`config.mk`:
```
export PLATFORM = sky130hd
export DESIGN_NAME = two_stage_clock_divider_search
export DESIGN_NICKNAME = d
export VERILOG_FILES = /design/src/rtl/tscd_pkg.sv /design/src/rtl/tscd_div.sv /design/src/rtl/tscd_best.sv /design/src/rtl/two_stage_clock_divider_search.sv
export SDC_FILE = /design/constraint.sdc
export NUM_CORES = 1
export LEC_CHECK = 0
export ABC_AREA = 1
export BUFFER_PORTS_ARGS = -buffer_cell sky130_fd_sc_hd__buf_4
export CAP_MARGIN = 10
export CORE_ASPECT_RATIO = 1.5
export CORE_UTILIZATION = 63
export CTS_BUF_LIST = sky130_fd_sc_hd__clkbuf_8
export CTS_CLUSTER_DIAMETER = 200
export CTS_CLUSTER_SIZE = 20
export DETAILED_ROUTE_END_ITERATION = 10
export MAX_ROUTING_LAYER = met4
export PLACE_DENSITY = 0.86
export RECOVER_POWER = 100
export SLEW_MARGIN = 10
export SYNTH_ARGS = -nofsm -noshare
export SYNTH_HDL_FRONTEND = slang
export SYNTH_SLANG_ARGS = --single-unit
```
`constraint.sdc`:
```
create_clock -name aclk -period 7.1 [get_ports aclk]
set_input_delay 1.065 -clock aclk [delete_from_list [all_inputs] [get_ports aclk]]
set_output_delay 1.065 -clock aclk [all_outputs]
set_load 0.02 [all_outputs]
```
`src/rtl/tscd_pkg.sv`:
```
`timescale 1ns / 1ps

package tscd_pkg;

    // search space and datapath width
    localparam int PRE_STEPS  = 8;
    localparam int POST_STEPS = 64;
    localparam int RATE_WIDTH = 32;

    // divider counters hold 1..STEPS
    localparam int PRE_W     = $clog2(PRE_STEPS + 1);
    localparam int POST_W    = $clog2(POST_STEPS + 1);
    localparam int DIVISOR_W = (PRE_W > POST_W) ? PRE_W : POST_W;
    localparam int BIT_CNT_W = $clog2(RATE_WIDTH);

    // result field widths
    localparam int PRE_DIV_W    = 3;
    localparam int POST_FIELD_W = 6;
    localparam int OUT_RATE_W   = 32;

    // stream packing
    localparam int IN_RATE_W  = 32;
    localparam int S_TDATA_W  = 2 * IN_RATE_W;
    localparam int M_FIELDS_W = PRE_DIV_W + POST_FIELD_W + 2 * OUT_RATE_W;
    localparam int M_TDATA_W  = ((M_FIELDS_W + 7) / 8) * 8;
    localparam int M_PAD_W    = M_TDATA_W - M_FIELDS_W;

    typedef enum logic [3:0] {
        ST_IDLE,
        ST_PRE_START,
        ST_PRE_WAIT,
        ST_POST_START,
        ST_POST_WAIT,
        ST_EVAL,
        ST_UPDATE,
        ST_NEXT,
        ST_OUT
    } state_t;

    typedef struct packed {
        logic clear;
        logic eval;
        logic update;
    } best_ctrl_t;

    typedef struct packed {
        logic [PRE_DIV_W-1:0]    pre;
        logic [POST_FIELD_W-1:0] post;
        logic [RATE_WIDTH-1:0]   dev;
        logic [RATE_WIDTH-1:0]   rate;
    } best_t;

endpackage

```
`src/rtl/tscd_div.sv`:
```
`timescale 1ns / 1ps

// restoring divider, one quotient bit per cycle
module tscd_div
    import tscd_pkg::*;
(
    input  logic                  aclk,
    input  logic                  aresetn,
    input  logic                  start,
    input  logic [RATE_WIDTH-1:0] dividend,
    input  logic [DIVISOR_W-1:0]  divisor,
    output logic                  busy,
    output logic                  done,
    output logic [RATE_WIDTH-1:0] quotient
);

    logic [RATE_WIDTH-1:0] quo_reg;
    logic [DIVISOR_W-1:0]  rem_reg;
    logic [BIT_CNT_W-1:0]  cnt_reg;
    logic                  busy_reg;
    logic                  done_reg;

    logic [DIVISOR_W:0]    rem_shift;
    logic                  q_bit;
    logic [DIVISOR_W-1:0]  rem_next;

    always_comb begin
        rem_shift = {rem_reg, quo_reg[RATE_WIDTH-1]};
        q_bit     = (rem_shift >= {1'b0, divisor});
        if (q_bit) begin
            rem_next = DIVISOR_W'(rem_shift - {1'b0, divisor});
        end else begin
            rem_next = DIVISOR_W'(rem_shift);
        end
    end

    always_ff @(posedge aclk) begin
        if (!aresetn) begin
            busy_reg <= 1'b0;
            done_reg <= 1'b0;
            cnt_reg  <= '0;
        end else begin
            done_reg <= 1'b0;
            if (start) begin
                busy_reg <= 1'b1;
                cnt_reg  <= BIT_CNT_W'(RATE_WIDTH - 1);
            end else if (busy_reg) begin
                cnt_reg <= cnt_reg - 1'b1;
                if (cnt_reg == '0) begin
                    busy_reg <= 1'b0;
                    done_reg <= 1'b1;
                end
            end
        end
    end

    always_ff @(posedge aclk) begin
        if (start) begin
            quo_reg <= dividend;
            rem_reg <= '0;
        end else if (busy_reg) begin
            quo_reg <= {quo_reg[RATE_WIDTH-2:0], q_bit};
            rem_reg <= rem_next;
        end
    end

    assign busy     = busy_reg;
    assign done     = done_reg;
    assign quotient = quo_reg;

    a_no_restart: assert property (@(posedge aclk) disable iff (!aresetn)
        start |-> !busy_reg)
        else $error("divider started while busy");

    a_done_ends_busy: assert property (@(posedge aclk) disable iff (!aresetn)
        done_reg |-> !busy_reg)
        else $error("divider done while still busy");

    a_done_pulse: assert property (@(posedge aclk) disable iff (!aresetn)
        (busy_reg && cnt_reg == '0 && !start) |=> done_reg)
        else $error("divider missed its done pulse");

endmodule

```
`src/rtl/tscd_best.sv`:
```
`timescale 1ns / 1ps

// deviation of one candidate and tracking of the best pair
module tscd_best
    import tscd_pkg::*;
(
    input  logic                  aclk,
    input  logic                  aresetn,
    input  best_ctrl_t            ctrl,
    input  logic [RATE_WIDTH-1:0] got,
    input  logic [RATE_WIDTH-1:0] target,
    input  logic [PRE_W-1:0]      pre_idx,
    input  logic [POST_W-1:0]     post_idx,
    output best_t                 best
);

    logic                  have_reg;
    logic [RATE_WIDTH-1:0] diff_reg;
    best_t                 best_reg;

    always_ff @(posedge aclk) begin
        if (!aresetn) begin
            have_reg <= 1'b0;
        end else if (ctrl.clear) begin
            have_reg <= 1'b0;
        end else if (ctrl.update) begin
            have_reg <= 1'b1;
        end
    end

    always_ff @(posedge aclk) begin
        if (ctrl.eval) begin
            diff_reg <= (got > target) ? got - target : target - got;
        end
        // strictly smaller only, so the first of equal pairs stays
        if (ctrl.update && (!have_reg || diff_reg < best_reg.dev)) begin
            best_reg.pre  <= PRE_DIV_W'(pre_idx - 1'b1);
            best_reg.post <= POST_FIELD_W'(post_idx - 1'b1);
            best_reg.dev  <= diff_reg;
            best_reg.rate <= got;
        end
    end

    assign best = best_reg;

    a_dev_never_grows: assert property (@(posedge aclk) disable iff (!aresetn)
        (ctrl.update && have_reg && !ctrl.clear) |=> best_reg.dev <= $past(best_reg.dev))
        else $error("best deviation increased");

    a_first_taken: assert property (@(posedge aclk) disable iff (!aresetn)
        (ctrl.update && !have_reg) |=> (best_reg.dev == $past(diff_reg) && have_reg))
        else $error("first candidate not taken as best");

    a_ctrl_exclusive: assert property (@(posedge aclk) disable iff (!aresetn)
        $onehot0({ctrl.clear, ctrl.eval, ctrl.update}))
        else $error("best tracker got overlapping commands");

endmodule

```
`src/rtl/two_stage_clock_divider_search.sv`:
```
`timescale 1ns / 1ps

// each pre-divider step runs one division, and each divider pair tried runs a division,
// a deviation and a compare, paced by the one-bit-per-cycle divider and its handshake
// the worst case is a full search of every pair, when no pair hits the target exactly
// one item in flight; the next one is taken once the result sits in the output register
// aresetn is synchronous, active low: clears the sequencer, divider and output valid
module two_stage_clock_divider_search
    import tscd_pkg::*;
(
    input  logic                 aclk,
    input  logic                 aresetn,
    // input channel
    input  logic                 s_tvalid,
    output logic                 s_tready,
    input  logic [S_TDATA_W-1:0] s_tdata,   // src_rate[31:0], target_rate[63:32]
    // result channel
    output logic                 m_tvalid,
    input  logic                 m_tready,
    output logic [M_TDATA_W-1:0] m_tdata    // pre_div[2:0], post_sel[8:3],
                                            // deviation[40:9], achieved_rate[72:41], zeros above
);

    state_t state_reg, state_next;

    // operands of the current item
    logic [RATE_WIDTH-1:0] parent_reg;
    logic [RATE_WIDTH-1:0] want_reg;
    // quotient after the pre-divider, and the candidate rate
    logic [RATE_WIDTH-1:0] stage_reg;
    logic [RATE_WIDTH-1:0] got_reg;
    // divider indices, each running 1..STEPS
    logic [PRE_W-1:0]      pre_reg;
    logic [POST_W-1:0]     post_reg;

    logic                  out_valid_reg;
    logic [M_FIELDS_W-1:0] out_data_reg;

    logic                  s_xfer;
    logic                  out_load;
    logic                  last_post;
    logic                  last_pre;

    // divider hookup
    logic                  div_start;
    logic                  div_sel_pre;
    logic [RATE_WIDTH-1:0] div_dividend;
    logic [DIVISOR_W-1:0]  div_divisor;
    logic                  div_busy;
    logic                  div_done;
    logic [RATE_WIDTH-1:0] div_quotient;

    best_ctrl_t            best_ctrl;
    best_t                 best;

    assign s_tready  = (state_reg == ST_IDLE);
    assign s_xfer    = s_tvalid && s_tready;
    assign last_post = (post_reg == POST_W'(POST_STEPS));
    assign last_pre  = (pre_reg == PRE_W'(PRE_STEPS));

    // sequencer: pre division, then for each post step a division, deviation and compare
    always_ff @(posedge aclk) begin
        if (!aresetn) begin
            state_reg <= ST_IDLE;
        end else begin
            state_reg <= state_next;
        end
    end

    always_comb begin
        state_next       = state_reg;
        div_start        = 1'b0;
        div_sel_pre      = 1'b0;
        best_ctrl.clear  = 1'b0;
        best_ctrl.eval   = 1'b0;
        best_ctrl.update = 1'b0;
        out_load         = 1'b0;
        unique case (state_reg)
            ST_IDLE: begin
                if (s_tvalid) begin
                    best_ctrl.clear = 1'b1;
                    state_next      = ST_PRE_START;
                end
            end
            ST_PRE_START: begin
                div_start   = 1'b1;
                div_sel_pre = 1'b1;
                state_next  = ST_PRE_WAIT;
            end
            ST_PRE_WAIT: begin
                // divisor is read every cycle of the division
                div_sel_pre = 1'b1;
                if (div_done) begin
                    state_next = ST_POST_START;
                end
            end
            ST_POST_START: begin
                div_start  = 1'b1;
                state_next = ST_POST_WAIT;
            end
            ST_POST_WAIT: begin
                if (div_done) begin
                    state_next = ST_EVAL;
                end
            end
            ST_EVAL: begin
                best_ctrl.eval = 1'b1;
                state_next     = ST_UPDATE;
            end
            ST_UPDATE: begin
                best_ctrl.update = 1'b1;
                state_next       = ST_NEXT;
            end
            ST_NEXT: begin
                // exact hit ends the search early
                if (best.dev == '0 || (last_post && last_pre)) begin
                    state_next = ST_OUT;
                end else if (last_post) begin
                    state_next = ST_PRE_START;
                end else begin
                    state_next = ST_POST_START;
                end
            end
            ST_OUT: begin
                // wait for the output register to be free
                if (!out_valid_reg || m_tready) begin
                    out_load   = 1'b1;
                    state_next = ST_IDLE;
                end
            end
            default: begin
                state_next = ST_IDLE;
            end
        endcase
    end

    // index counters
    always_ff @(posedge aclk) begin
        if (!aresetn) begin
            pre_reg  <= PRE_W'(1);
            post_reg <= POST_W'(1);
        end else if (s_xfer) begin
            pre_reg  <= PRE_W'(1);
            post_reg <= POST_W'(1);
        end else if (state_reg == ST_NEXT) begin
            if (last_post) begin
                post_reg <= POST_W'(1);
                // stays at the last step once the search is over
                if (!last_pre) begin
                    pre_reg <= pre_reg + 1'b1;
                end
            end else begin
                post_reg <= post_reg + 1'b1;
            end
        end
    end

    // operand and intermediate registers
    always_ff @(posedge aclk) begin
        if (s_xfer) begin
            parent_reg <= s_tdata[IN_RATE_W-1:0];
            want_reg   <= s_tdata[2*IN_RATE_W-1:IN_RATE_W];
        end
        if (state_reg == ST_PRE_WAIT && div_done) begin
            stage_reg <= div_quotient;
        end
        if (state_reg == ST_POST_WAIT && div_done) begin
            got_reg <= div_quotient;
        end
    end

    assign div_dividend = div_sel_pre ? parent_reg : stage_reg;
    assign div_divisor  = div_sel_pre ? DIVISOR_W'(pre_reg) : DIVISOR_W'(post_reg);

    tscd_div u_div (
        .aclk     (aclk),
        .aresetn  (aresetn),
        .start    (div_start),
        .dividend (div_dividend),
        .divisor  (div_divisor),
        .busy     (div_busy),
        .done     (div_done),
        .quotient (div_quotient)
    );

    tscd_best u_best (
        .aclk     (aclk),
        .aresetn  (aresetn),
        .ctrl     (best_ctrl),
        .got      (got_reg),
        .target   (want_reg),
        .pre_idx  (pre_reg),
        .post_idx (post_reg),
        .best     (best)
    );

    // output register, keeps the result while the next item is taken
    always_ff @(posedge aclk) begin
        if (!aresetn) begin
            out_valid_reg <= 1'b0;
        end else if (out_load) begin
            out_valid_reg <= 1'b1;
        end else if (m_tready) begin
            out_valid_reg <= 1'b0;
        end
    end

    always_ff @(posedge aclk) begin
        if (out_load) begin
            out_data_reg <= {OUT_RATE_W'(best.rate), OUT_RATE_W'(best.dev),
                             best.post, best.pre};
        end
    end

    assign m_tvalid = out_valid_reg;
    assign m_tdata  = {{M_PAD_W{1'b0}}, out_data_reg};

    a_post_in_range: assert property (@(posedge aclk) disable iff (!aresetn)
        (post_reg != '0) && (post_reg <= POST_W'(POST_STEPS)))
        else $error("post-divider index out of range");

    a_pre_in_range: assert property (@(posedge aclk) disable iff (!aresetn)
        (pre_reg != '0) && (pre_reg <= PRE_W'(PRE_STEPS)))
        else $error("pre-divider index out of range");

    a_start_when_idle: assert property (@(posedge aclk) disable iff (!aresetn)
        div_start |-> !div_busy)
        else $error("division issued while divider busy");

    a_valid_from_search: assert property (@(posedge aclk) disable iff (!aresetn)
        $rose(m_tvalid) |-> $past(state_reg == ST_OUT))
        else $error("result raised outside the output state");

endmodule

```
## Yosys cells after proc, flatten, opt, wreduce, memory -nomap -nowiden

Cells that the tools add are included.

| storage, ports and cells | value |
|---|---|
| flip-flop bits (word level) | 369 |
| input port bits | 68 |
| output and inout port bits | 82 |
| word-level logic and storage cells | 100 |

| operators by class | value |
|---|---|
| add/subtract/negate cells | 8 |
| magnitude comparators | 3 |
| equality and inequality tests | 14 |
| muxes and demuxes | 30 |
| bitwise logic cells | 3 |
| reduce and logical (&&, ||, !) cells | 22 |

Operators with widths:

| operator | number |
|---|---|
| $mux 32 | 4 |
| $sub 32x32->32 | 2 |
| $pmux 4 s9 | 1 |
| $gt 32x32->1 | 1 |
| $logic_not 32->1 | 1 |
| $lt 32x32->1 | 1 |
| $mux 7 | 3 |
| $mux 4 | 5 |
| $eq 4x3->1 const B | 4 |
| $mux 1 | 14 |
| $mux 5 | 2 |
| $eq 4x2->1 const B | 2 |
| $eq 4x4->1 const B | 2 |
| $ge 8x7->1 | 1 |
| $reduce_or 2->1 | 4 |
| $add 7x1->7 const B | 1 |
| $eq 7x7->1 const B | 1 |
| $sub 7x7->7 | 1 |
| $sub 6x1->6 const B | 1 |
| $logic_and 1x1->1 | 5 |
| $logic_not 5->1 | 1 |
| $sub 5x1->5 const B | 1 |
| $add 4x1->4 const B | 1 |
| $eq 4x1->1 const B | 1 |
| 12 further kinds | 20 |

## Longest topological paths before layout

Gate-level depths: netlist of run 1.

| depth | value |
|---|---|
| depth after elaboration | 7 |
| depth in mapped cells | 19 |
| depth with buffers taken out | 17 |

## Modules after synthesis

Synthesis of run 1 repeated with hierarchy kept, for this count alone.

| unflattened totals | value |
|---|---|
| cell total of the unflattened synthesis | 2020 |
| area total of the unflattened synthesis | 19555.0 um^2 |

By module, submodules not included:

| module | instances | cells an instance | area an instance (um^2) | seq. area each (um^2) |
|---|---|---|---|---|
| tscd_best | 1 | 1288 | 9340.2 | 3173.0 |
| two_stage_clock_divider_search | 1 | 440 | 7803.7 | 6356.1 |
| tscd_div | 1 | 292 | 2411.1 | 1241.2 |

## Worst setup path after synthesis of run 1

No wires, ideal clock.

| timing path | value |
|---|---|
| path type | register -> register |
| from | register u_best.best_reg (netlist bit u_best.best[37]) |
| to | register u_best.best_reg (netlist bit u_best.best[0]) (enable) |
| setup time | 528 ps |
| arrival time | 4722 ps |
| data required time | 6572 ps |
| slack | 1850 ps |
| stages on the path, launching flop included | 12 |
| buffers on the path | 0 |
| clock period less this slack | 5250 ps |
| cell sequence | edfxtp_1 -> inv_1 -> ha_1 -> a21oi_1 -> nor2_1 -> nor3_1 -> nand2_1 -> nand2_1 -> nand2_1 -> nand2_1 -> nand2_1 -> a21oi_1 |

| on the way | value |
|---|---|
| longest elaborated chain between the ends | 3 |

Ends and longest elaborated chain:

| what | line | text |
|---|---|---|
| from (decl) | tscd_best.sv:19 | `best_t best_reg;` |
| $lt 32x32->1 | tscd_best.sv:36 | `if (ctrl.update && (!have_reg \|\| diff_reg < best_reg.dev)) begin` |
| $logic_or 1x1->1 | tscd_best.sv:36 |  |
| $logic_and 1x1->1 | tscd_best.sv:36 |  |

No other way between the ends.
A chain may end at the register's enable or synchronous reset.

## Final worst setup path of run 1

| timing path | value |
|---|---|
| from | register state_reg[1] |
| to | register parent_reg[10] (enable) |

| on the way | value |
|---|---|
| longest elaborated chain between the ends | 2 |

Ends and longest elaborated chain:

| what | line | text |
|---|---|---|
| from (decl) | two_stage_clock_divider_search.sv:24 | `state_t state_reg, state_next;` |
| from (signal assigned) | two_stage_clock_divider_search.sv:66 | `state_reg <= state_next;` |
| $logic_not 4->1 | two_stage_clock_divider_search.sv:56 | `assign s_tready = (state_reg == ST_IDLE);` |
| $logic_and 1x1->1 | two_stage_clock_divider_search.sv:57 | `assign s_xfer = s_tvalid && s_tready;` |
| via s_xfer | two_stage_clock_divider_search.sv:39 | `logic s_xfer;` |
| to (signal assigned) | two_stage_clock_divider_search.sv:161 | `parent_reg <= s_tdata[IN_RATE_W-1:0];` |
| to (decl) | two_stage_clock_divider_search.sv:27 | `logic [RATE_WIDTH-1:0] parent_reg;` |

The timed path passes the listed nets, and every way through them passes these cells.

==> results of run 1 <==
[area by class of cell]
type,instances,area [sq um]
inverter,368,1380
fill,2345,9190
multi-input combinational,1226,6440
sequential,369,10800
clock inverter,18,85.1
timing repair buffer,151,813
clock buffer,22,303
tap,395,494
[path summary, 6_finish.rpt]
check,startpoint,endpoint,slack (ns),cells past startpoint
setup / recovery,state_reg[1],parent_reg[10],1.97,4
setup reg to reg,state_reg[1],parent_reg[10],1.97,4
hold / removal,u_best.best[4],out_data_reg[45],0.42,0
hold reg to reg,u_best.best[4],out_data_reg[45],0.42,0
[cells by family (layout without fill, tap and decap cells)]
group	count (synthesis)	in the layout
buffers and inverters	416	559
DFF	369	369
xor gates and xnor gates	43	43
AOI/OAI and AO/OA	159	159
other	1	7
and+or+nand+nor	905	905
adders and majority gates	111	111
muxes	1	1
[cell usage in the layout, fill, tap and decap left out, types with 5 or more instances in the layout]
master    netlist  final
conb_1          1      7
nand2_1       665    669
clkbuf_8        0     22
nor2_1         89     88
xor2_1         41     41
clkbuf_4        0     60
buf_4          14      5
dfxtp_1        31     31
o211ai_1       33     33
nand2_2        25     21
clkbuf_1        8     84
a21oi_1        72     72
nor3_1         14     14
ha_1          108    108
inv_1         362    380
edfxtp_1      338    338
o21ai_0        37     40
nand4_1        24     24
nand3_1        65     65
nor2_2          7      8
[power breakdown]
| part | leakage [nW] | total (W) | internal (W) | switching, W |
|---|---|---|---|---|
| clock | 0.255 | 0.000942 | 0.000300 | 0.000641 |
| combinational | 5.78 | 0.00185 | 0.000580 | 0.00127 |
| sequential | 3.35 | 0.00301 | 0.00280 | 0.000214 |
[per-stage QoR]
stage	std cells	setup slack (ns)	cell area (sq um)	utilization (%)
after floorplan	2011	1.85	18900	-
final	2549	1.97	20300	68.8
after global routing	2549	1.54	20300	68.8
after CTS	2549	3.00	20700	70.1
after detailed placement	2509	3.04	20300	68.8
after global placement	2509	3.27	20300	68.8
[worst reg2reg max path, delay by kind of cell, from the launching register on]
family        cells  cell delay [ns]
simple gates      3             2.08
buf+inv           1             1.80
flops             1             0.78
[routing by layer]
layer  share of wire [%]  up-vias  global-route usage (%)  wire length, um
li1                    -     6659                       -                -
met1                  37     6346                    31.9            15600
met2                  54      451                    54.4            23200
met3                 4.5      110                    2.48             1920
met4                 4.5        0                    13.2             1940
met5                   0        -                       -                0
==> metrics.txt, run 1 <==
Die H 214 um; CTS tree yes; EDFF count, synth 338; max-cap violations 8; Clock transition at path regs 0.13 ns; gpl congestion 0.917; fin crit share 72.3%; Crit-path slowest cell clkbuf_1; Post-synth top cells nand2_1, inv_1, edfxtp_1, ha_1, nor2_1; Synth Area in Adders 7.48%; hold crit path type flip-flop to flip-flop; TNS Setup 0 ns; outcome complete, but fails checks; total CTS buffers 22; Synth Area in Simple Gates 19.6%; maximum vdd drop 0.000278 V; fraction of layout cells with a size suffix above 1 6.08%; Synth Area in XOR/XNOR 2.00%; postcts setup bufs 0; Startpoint Class flip-flop; synth warn 0; Pwr Total 0.00581 W; total gr overflow 0; post-synth top area cell edfxtp_1; row cnt 77; prevailing post-synth register cell edfxtp_1; Routed WL 42.7 mm; distinct cell type count after synthesis 49; Final HPWL DP 33.0 mm; CTS resizes 0; Max FO, Critical Path 43; crit end category flip-flop; DRC viols 0; worst stage delay on the critical path 1.80 ns; I/O pin count 150; DR vias 13566; first-pass GRT wire length 67.2 mm; RSZ-0062 raised after global routing no; Max-slew headroom -64.9%; CTS sink cnt 369; antenna cells 0; core area 29500 sq um; worst path cell trace nor2_1, nand2_1, nor2_1, clkbuf_1; largest net degree at the start of global routing 55; # H-tree levels 1; Pleak 9.38 nW; actual slew at the worst max-slew pin 2.46 ns; Mean Syn Cell Area 9.41 sq um; PortBufs 142; initial antenna violation count 0; Worst Path Arrival 5.30 ns; post-synthesis mux area share 0.0531%; most common cell in the synthesized netlist nand2_1; Synth Instances 2005; Worst Path Required 7.27 ns; Max Clock Skew 0.0237 ns; routed vias/inst 5.32; Synth Area in Compound Gates 4.92%; async set-reset flop share out of synthesis 0%; CP delay by family, top simple AND/OR/NAND/NOR gates; post-synth top area share 53.8%; Crit Path Category flip-flop to flip-flop; worst hold margin 0.421 ns; top cells by area, synth edfxtp_1, nand2_1, inv_1; Skew-Pair Late Insertion Delay 0.61 ns; Hold-fix buffers, CTS 0; min cycle time layout 5.13 ns; fmax 195 MHz; failing checks max-capacitance violations, max-slew violations; wire length per cell 16.8 um; overall global routing resource usage 29.6%; #FFs+latches synth 369; Worst Path Buf+Inv 1; Initial DRT Pass Iterations 5; Hold Violations, Final 0; Syn Std Cell Area 18900 sq um; vias in the first global route 13505; Max Slew Vio Count 248; Post-layout nets 2317; clk buf depth 3; Die X 143 um; PD cells 286 nW/um^2; DIE AREA 30600 sq um; Clock Tree Root clkbuf_8; largest family of logic cells by synthesized area simple AND/OR/NAND/NOR gates; Seq/Total Area, Yosys 57.1%; DRT antenna net count 0; count of final setup violators 0; Layout Area Growth over Synthesis 7.57%; number of DRC markers in iteration 0 894; Initial Util 64.0%; Top cell by count, worst path nor2_1
Note: power is estimated with default switching activity, not from simulation.
==> inputs of run 2 (changes only) <==
ABC_AREA = 0   (was 1)
CORE_UTILIZATION = 62   (was 63)
PLACE_DENSITY = 0.85   (was 0.86)
clock period = 5.1 ns   (was 7.1 ns; I/O delays follow)
==> metrics.txt, run 2 <==
post-synth top area share 59.0% (+5.2 points); Mean Syn Cell Area 12.7 sq um (+35%); # H-tree levels 1 (unchanged); wire length per cell 20.1 um (+20%); first-pass GRT wire length 56.8 mm (-15%); I/O pin count 150 (unchanged); r2r startpoint u_best.best[41]; outcome complete, but fails checks; crit end category flip-flop; min cycle time layout 4.41 ns (-0.721 ns); synth warn 0 (unchanged); Clock transition at path regs 0.13 ns (about the same); Max-slew headroom -131% (-66 points); CTS tree yes; Hold-fix buffers, CTS 0 (unchanged); PortBufs 142 (unchanged); Max Slew Vio Count 357 (+44%); EDFF count, synth 338 (unchanged); fraction of layout cells with a size suffix above 1 7.38% (+1.3 points); hold path depth 1 (+1); Initial Util 63.2% (-0.81 points); maximum vdd drop 0.000389 V (+40%); Layout Area Growth over Synthesis 7.68%; most frequent cells in the layout edfxtp_1, inv_1, a21oi_1; total gr overflow 0 (unchanged); async set-reset flop share out of synthesis 0% (unchanged); Routed WL 36.6 mm (-14%); Seq/Total Area, Yosys 62.6% (+5.5 points); row cnt 74 (-3.9%); actual slew at the worst max-slew pin 3.46 ns (+1.00 ns); DIE AREA 28400 sq um (-7.3%); top cells by area, synth edfxtp_1, ha_1, dfxtp_1; TNS Setup 0 ns (unchanged); Max FO, Critical Path 46 (+7.0%); Crit Path Category flip-flop to flip-flop; Post-layout nets 1647 (-29%); DRC viols 0 (unchanged); postcts setup bufs 0 (unchanged); Startpoint Class flip-flop; prevailing post-synth register cell edfxtp_1; overall global routing resource usage 27.2% (-2.4 points); dpl cell area 18500 sq um (-8.8%); Final HPWL DP 26.9 mm (-19%); R2R Setup Slk 0.69 ns (-1.28 ns); Die H 206 um (-3.7%); RSZ-0062 raised after global routing no; hold crit path type input port to flip-flop; core area 27200 sq um (-7.7%); Max Clock Skew 0.0394 ns (+0.0158 ns); antenna cells 0 (unchanged); Die X 138 um (-3.7%); fin crit share 86.5% (+14 points); Initial DRT Pass Iterations 5 (unchanged); largest net degree at the start of global routing 79 (+44%); crit path from u_best.best[41]; worst reg2reg path depth 10 (+6); most common cell in the synthesized netlist edfxtp_1; Post-synth top cells edfxtp_1, inv_1, a21oi_1, ha_1, nor2_1; clk buf depth 3 (unchanged); total CTS buffers 22 (unchanged); CTS resizes 0 (unchanged); initial antenna violation count 0 (unchanged); fmax 227 MHz (+16%); CTS sink cnt 369 (unchanged); post-synth top area cell edfxtp_1; min-delay src s_tdata[12]; Syn Std Cell Area 17200 sq um (-8.8%); commonest non-fill, non-tap cell in the layout edfxtp_1; Hold Violations, Final 0 (unchanged); Synth Instances 1350 (-33%); Worst Path Arrival 4.62 ns (-0.68 ns); Skew-Pair Late Insertion Delay 0.61 ns (about the same); Pleak 7.01 nW (-25%); pre-CTS setup slack 1.29 ns (-1.75 ns); Clock Tree Root clkbuf_8; #FFs+latches synth 369 (unchanged); count of final setup violators 0 (unchanged); Pwr Total 0.00749 W (+29%); distinct cell type count after synthesis 73 (+49%); PD cells 404 nW/um^2 (+41%); post-layout instance area 18500 sq um (-8.7%); max-cap violations 8 (unchanged); crit path setup slack, layout 0.687 ns (-1.28 ns); routed vias/inst 5.93 (+11%); vias in the first global route 10898 (-19%); DRT antenna net count 0 (unchanged); gpl congestion 0.942 (+2.7%); Worst Path Required 5.31 ns (-1.96 ns); failing checks max-capacitance violations, max-slew violations; number of DRC markers in iteration 0 805 (-10%); DR vias 10778 (-21%)
-- run 2: metrics by stage --
step | hold slack (ns) | cells | util (%)
floorplan | 0.400 | 1356 | -
global placement | 0.401 | 1786 | 67.9
detailed placement | 0.405 | 1786 | 67.9
CTS | 0.290 | 1819 | 69.2
global route | 0.322 | 1819 | 68.0
finish | 0.343 | 1819 | 68.0
-- run 2: area by class of cell --
| cell class | count | area [sq um] |
|---|---|---|
| clock inverter | 11 | 58.8 |
| tap | 342 | 428 |
| multi-input combinational | 802 | 5690 |
| clock buffer | 22 | 303 |
| fill | 2036 | 8710 |
| sequential | 369 | 10800 |
| inverter | 124 | 465 |
| timing repair buffer | 149 | 803 |
-- run 2: critical path, stage by stage, from the launching register on --
cell and delay, ns:
edfxtp_1 0.42, inv_1 0.06, ha_1 0.31, a21o_1 0.16, a211o_1 0.32, nor2_1 0.16, o211ai_1 0.21, a221oi_1 0.28
o21ai_0 0.28, o21ai_2 0.71, clkbuf_2 1.08
-- run 2: per-layer routing --
layer	vias up	share of wire, %	wire [um]	track usage, %
met3	81	4.2	1540	2.31
met1	5211	39	14300	32.3
met2	346	53	19400	47.6
met5	-	0	0	-
met4	0	3.6	1320	10.8
li1	5140	-	-	-
-- run 2: where the power goes --
| part | switching [W] | leakage (nW) | internal, W | total, W |
|---|---|---|---|---|
| clock network | 0.000874 | 0.218 | 0.000411 | 0.00128 |
| logic | 0.00128 | 3.46 | 0.000778 | 0.00205 |
| registers | 0.000264 | 3.33 | 0.00389 | 0.00415 |
-- run 2: cell families (layout without fill, tap and decap cells) --
group | Yosys count | after routing | synth area share, %
flip-flops | 369 | 369 | 62.6
AO/OA/AOI/OAI | 293 | 293 | 10.8
AND/OR/NAND/NOR | 291 | 291 | 8.47
buffers and inverters | 185 | 306 | 4.44
adder cells (fa/ha/maj) | 111 | 111 | 8.21
XOR/XNOR | 54 | 54 | 2.75
multiplexers | 46 | 46 | 2.71
other | 1 | 7 | 0.0218
-- run 2: worst paths after layout --
path	end
min reg2reg	out_data_reg[8]
max	u_best.best[54]
min	parent_reg[12]
max reg2reg	u_best.best[54]
